==> src/sv/fsrp_pkg.sv <==
// fsrp_pkg: shared constants, instruction codes, stage kinds and register and memory write-port types
// for the five-stage risc pipeline subset; no dependencies
`default_nettype none

package fsrp_pkg;

	localparam int MEM_BYTES = 2048;
	localparam int MEM_AW    = $clog2(MEM_BYTES);
	localparam int NREG      = 32;
	localparam int REG_AW    = $clog2(NREG);

	localparam logic [5:0] OP_RTYPE = 6'h00;
	localparam logic [5:0] OP_LB    = 6'h20;
	localparam logic [5:0] OP_SB    = 6'h28;
	localparam logic [5:0] FN_ADD   = 6'h20;
	localparam logic [5:0] FN_SUB   = 6'h22;

	typedef enum logic [2:0] {
		DK_BUBBLE = 3'd0,
		DK_ADD    = 3'd1,
		DK_SUB    = 3'd2,
		DK_LB     = 3'd3,
		DK_SB     = 3'd4
	} dec_kind_t;

	typedef enum logic [1:0] {
		EK_BUBBLE = 2'd0,
		EK_ALU    = 2'd1,
		EK_LOAD   = 2'd2,
		EK_STORE  = 2'd3
	} exe_kind_t;

	typedef struct packed {
		logic              en;
		logic [REG_AW-1:0] addr;
		logic [31:0]       data;
	} reg_wr_t;

	typedef struct packed {
		logic              en;
		logic [MEM_AW-1:0] addr;
		logic [7:0]        data;
	} mem_wr_t;

endpackage

`default_nettype wire

==> src/sv/fsrp_regfile.sv <==
// fsrp_regfile: 32 x 32 register file, synchronous two-port read with registered read data
// per-entry valid bits give the reset pattern; uses fsrp_pkg
`default_nettype none

module fsrp_regfile import fsrp_pkg::*; (
	input  wire logic              clk,
	input  wire logic              arst_n,
	input  wire logic              rd_en,
	input  wire logic [REG_AW-1:0] rs_addr,
	input  wire logic [REG_AW-1:0] rt_addr,
	input  wire reg_wr_t           wr,
	output logic [31:0]            rs_data,
	output logic [31:0]            rt_data
);

	function automatic logic [31:0] reg_reset(input logic [REG_AW-1:0] a);
		logic [31:0] v;
		v = (a == '0) ? 32'd0 : (32'(a) + 32'h100);
		return v;
	endfunction

	logic [31:0]       mem [NREG];
	logic [NREG-1:0]   vld_q;
	logic [31:0]       rs_raw_q, rt_raw_q, byp_data_q;
	logic [REG_AW-1:0] rs_addr_q, rt_addr_q;
	logic              rs_vld_q, rt_vld_q, rs_byp_q, rt_byp_q;

	always_ff @(posedge clk) begin
		if (wr.en) begin
			mem[wr.addr] <= wr.data;
		end
		if (rd_en) begin
			rs_raw_q   <= mem[rs_addr];
			rt_raw_q   <= mem[rt_addr];
			rs_addr_q  <= rs_addr;
			rt_addr_q  <= rt_addr;
			byp_data_q <= wr.data;
		end
	end

	always_ff @(posedge clk or negedge arst_n) begin
		if (!arst_n) begin
			vld_q    <= '0;
			rs_vld_q <= 1'b0;
			rt_vld_q <= 1'b0;
			rs_byp_q <= 1'b0;
			rt_byp_q <= 1'b0;
		end else begin
			if (wr.en) begin
				vld_q[wr.addr] <= 1'b1;
			end
			if (rd_en) begin
				rs_vld_q <= vld_q[rs_addr];
				rt_vld_q <= vld_q[rt_addr];
				rs_byp_q <= wr.en && (wr.addr == rs_addr);
				rt_byp_q <= wr.en && (wr.addr == rt_addr);
			end
		end
	end

	assign rs_data = rs_byp_q ? byp_data_q : (rs_vld_q ? rs_raw_q : reg_reset(rs_addr_q));
	assign rt_data = rt_byp_q ? byp_data_q : (rt_vld_q ? rt_raw_q : reg_reset(rt_addr_q));

endmodule

`default_nettype wire

==> config.mk <==
export PLATFORM = sky130hd
export DESIGN_NAME = fsrp_regfile
export DESIGN_NICKNAME = d
export VERILOG_FILES = /design/src/sv/fsrp_pkg.sv /design/src/sv/fsrp_regfile.sv
export SDC_FILE = /design/constraint.sdc
export NUM_CORES = 1
export LEC_CHECK = 0
export BUFFER_PORTS_ARGS = -buffer_cell sky130_fd_sc_hd__buf_2
export CELL_PAD_IN_SITES_DETAIL_PLACEMENT = 0
export CELL_PAD_IN_SITES_GLOBAL_PLACEMENT = 2
export CORE_AREA = 2 2 367 369
export CTS_CLUSTER_SIZE = 40
export DETAILED_ROUTE_END_ITERATION = 10
export DIE_AREA = 0 0 369 371
export MAX_ROUTING_LAYER = met4
export PLACE_DENSITY = 0.7
export SLEW_MARGIN = 20
export SYNTH_ARGS = -nofsm -noshare
export SYNTH_HDL_FRONTEND = slang
export SYNTH_SLANG_ARGS = --single-unit
==> constraint.sdc <==
create_clock -name clk -period 1.8 [get_ports clk]
set_input_delay 0.18 -clock clk [delete_from_list [all_inputs] [get_ports clk]]
set_output_delay 0.18 -clock clk [all_outputs]
set_load 0.05 [all_outputs]
==> reports/results.ini <==
[power_and_ir_drop]
total_leakage_power_nw=21.17
p_per_area_nw_per_um2=993.5
max-vdd-ir-drop_uv=882.5

[sta]
fin_crit_ps=2453
finalClockSkew_ps=18.97
rsz0062_at_grt=yes
worst_slack_ps=-653.0
hold_violations=0
max_freq_mhz=407.7
relSlewSlack_pct=55.53
post-route-period-util_pct=136.3
tns_ps=-32930
finalSetupViolCount=128
tightest_slew_ps=667.1
slew_violations=0
holdWs_ps=47.82

[critical_path]
crit_type=reg -> out
startpoint_type=register
critPathMaxFanout=2
crit_required_ps=1620
worstSetupEndpointType=output pin
arrival_ps=2270
r2r_cells=3

[synthesis]
synthDistinctLibCells=36
synth-async-reset-ratio_pct=3.087
syn_area_um2=52730
syn_inst=2325
yosysTopAreaCellShare_pct=64.35
syn-num-nets=2376
ys.flop_type=edfxtp_1
ys_seq_area_share_pct=66.06
synth-seq-cells=1166
synth_area_leader_cell=edfxtp_1
yosysWarnings=0
syn_area_per_cell_um2=22.68
synth_edf_count=1130
netlist_top_cells_area=edfxtp_1 64%, mux4_2 27%, dfrtp_1 1.7%

[floorplan]
fp.dieW_um=369
coreArea_um2=132800
die_h_um=371
rows=134
ios=115
start_util_pct=39.71
dieArea_um2=136900

[clock_tree]
cts_tree=built
cts_buffers=130
clock_latency_ps=770
clk_pin_slew_ps=50
cts.htree.levels=4
cts_root_buffer=clkbuf_16
clock_tree.buffer_depth=3
cts.sinks=1166

[detailed_routing]
highest_layer=met4
wl_per_cell_um=34.78
vias=28400
met1_length_um=62840
routed_wl_um=159900
drtIter0Drc=2871
routed-wl-met2_um=79990
viasPerCell=6.179
wl_met3_um=11180
first_pass_iters=5
drcViolationCount=0
final_antenna_net_count=0

[grt]
grt_pass1_wl_um=226200
grt_pass1_vias=29750
antenna_found_initial=2
grt-ovfl-total=0
grt_max_degree=43
grt_usage_pct=24.32

[placed_design]
pre_cts_ws_ps=-642.0
dpl.cell_count=4290
post-dp-hpwl_um=96030
place.gp.congestion=0.8207
numPortBuffers=114

[run_status]
violations=negative setup slack
status=complete, but fails checks

[final_layout]
drive_above_1_share_pct=49.86
area_growth_pct=23.37
final_core_util_pct=48.99
layout.cells.non_filler=4597
fillers=10540
fin_nets=2779

[worst_hold_path]
hold_depth=2
hold_class=in -> reg

[run]
maxCapViolations=0

power by group:
group,leakage [nW],total (mW),internal (mW),switching [mW]
clock,2.01,26.0,15.1,11.0
sequential,10.7,31.0,30.5,0.433
combinational,8.49,7.64,3.83,3.81
total,21.2,64.6,49.4,15.2
final cells by class:
class | instances | area, um^2 | share of cell area [%]
Clock inverter | 72 | 689.4 | 1.060
Timing Repair Buffer | 453 | 6027 | 9.265
Clock buffer | 158 | 3432 | 5.276
Antenna cell | 3 | 7.507 | 0.01154
Sequential cell | 1166 | 34840 | 53.55
Multi-Input combinational cell | 975 | 17840 | 27.42
Inverter | 2 | 7.507 | 0.01154
Tap cell | 1768 | 2212 | 3.400
Yosys cell counts (5+ instances only):
library cell,instances
mux4_2,640
mux2i_1,42
o21ai_0,12
nand3b_1,5
nand2b_1,6
or2_2,32
buf_2,27
clkbuf_1,93
dfrtp_1,36
a22o_1,52
buf_6,10
mux2_2,64
a21oi_1,7
nand2_1,28
buf_4,28
edfxtp_1,1130
xnor2_1,8
nor2_1,37
buf_1,24
nor2b_1,6
metrics by stage:
step,cell area (um^2),power (mW)
2_1_floorplan,53440,35.53
3_3_place_gp,59190,38.29
3_5_place_dp,59190,38.38
4_1_cts,64760,65.08
5_1_grt,65050,66.53
6_report,65050,64.63
state kept, by name, summed over array words and instances (netlist names):
signal      count
byp_data_q     32
mem          1024
rs_addr_q       5
rs_byp_q        1
rs_raw_q       32
rs_vld_q        1
rt_addr_q       5
rt_byp_q        1
rt_raw_q       32
rt_vld_q        1
vld_q          32
metal layers:
metal / GRT usage [%] / up-vias
met5: - / -
met1: 31.80 / 15660
met4: 7.818 / 0
met2: 39.40 / 1255
li1: - / 11170
met3: 3.633 / 315
worst max-delay path: stages (launching register included):
cell and delay [ps]:
edfxtp_1 390, or4_4 570, o311ai_4 260, nand2_1 130, buf_6 170
layout by cell type, fill, tap and decap left out, types with 10 or more instances in the layout:
| master | n |
|---|---|
| a22o_1 | 29 |
| a22o_4 | 23 |
| buf_12 | 179 |
| buf_2 | 39 |
| buf_4 | 122 |
| buf_6 | 49 |
| bufinv_16 | 10 |
| clkbuf_1 | 24 |
| clkbuf_16 | 137 |
| clkinv_1 | 24 |
| clkinv_2 | 21 |
| dfrtp_1 | 33 |
| dlygate4sd3_1 | 49 |
| edfxtp_1 | 1130 |
| mux2_2 | 15 |
| mux2_4 | 49 |
| mux2i_1 | 36 |
| mux4_2 | 640 |
| nand2_1 | 24 |
| nor2_4 | 32 |
| or2_2 | 32 |
path summary, 6_finish.rpt:
path	start	end	slack [ps]
min in group asynchronous	arst_n	vld_q[18]	540
hold reg to reg	vld_q[8]	vld_q[8]	500
max in group asynchronous	arst_n	rt_byp_q	880
setup reg to reg	mem[28][22]	rt_raw_q[22]	-180
setup / recovery	rs_addr_q[3]	rs_data[8]	-650
hold / removal	rs_addr[1]	rs_addr_q[1]	50
cell families after synthesis:
family                 count (synthesis)  synth area share, %
AO/OA/AOI/OAI                         86                1.267
XOR/XNOR                              10               0.1661
flip-flops                          1166                66.06
AND/OR/NAND/NOR                      133                1.291
multiplexers                         746                29.50
buffers and inverters                184                1.716
what timing repair did:
item / 4_1_cts / 5_1_grt
setup endpoints to repair: 128 / 129
gates resized for setup: 194 / 62
hold buffers: 48 / 1
pin swaps: 23 / 21
buffers inserted: 22 / 14
endpoints found under the hold margin: 1147 / 1
cloned: 2 / 3
(Power assumes the default switching activity.)
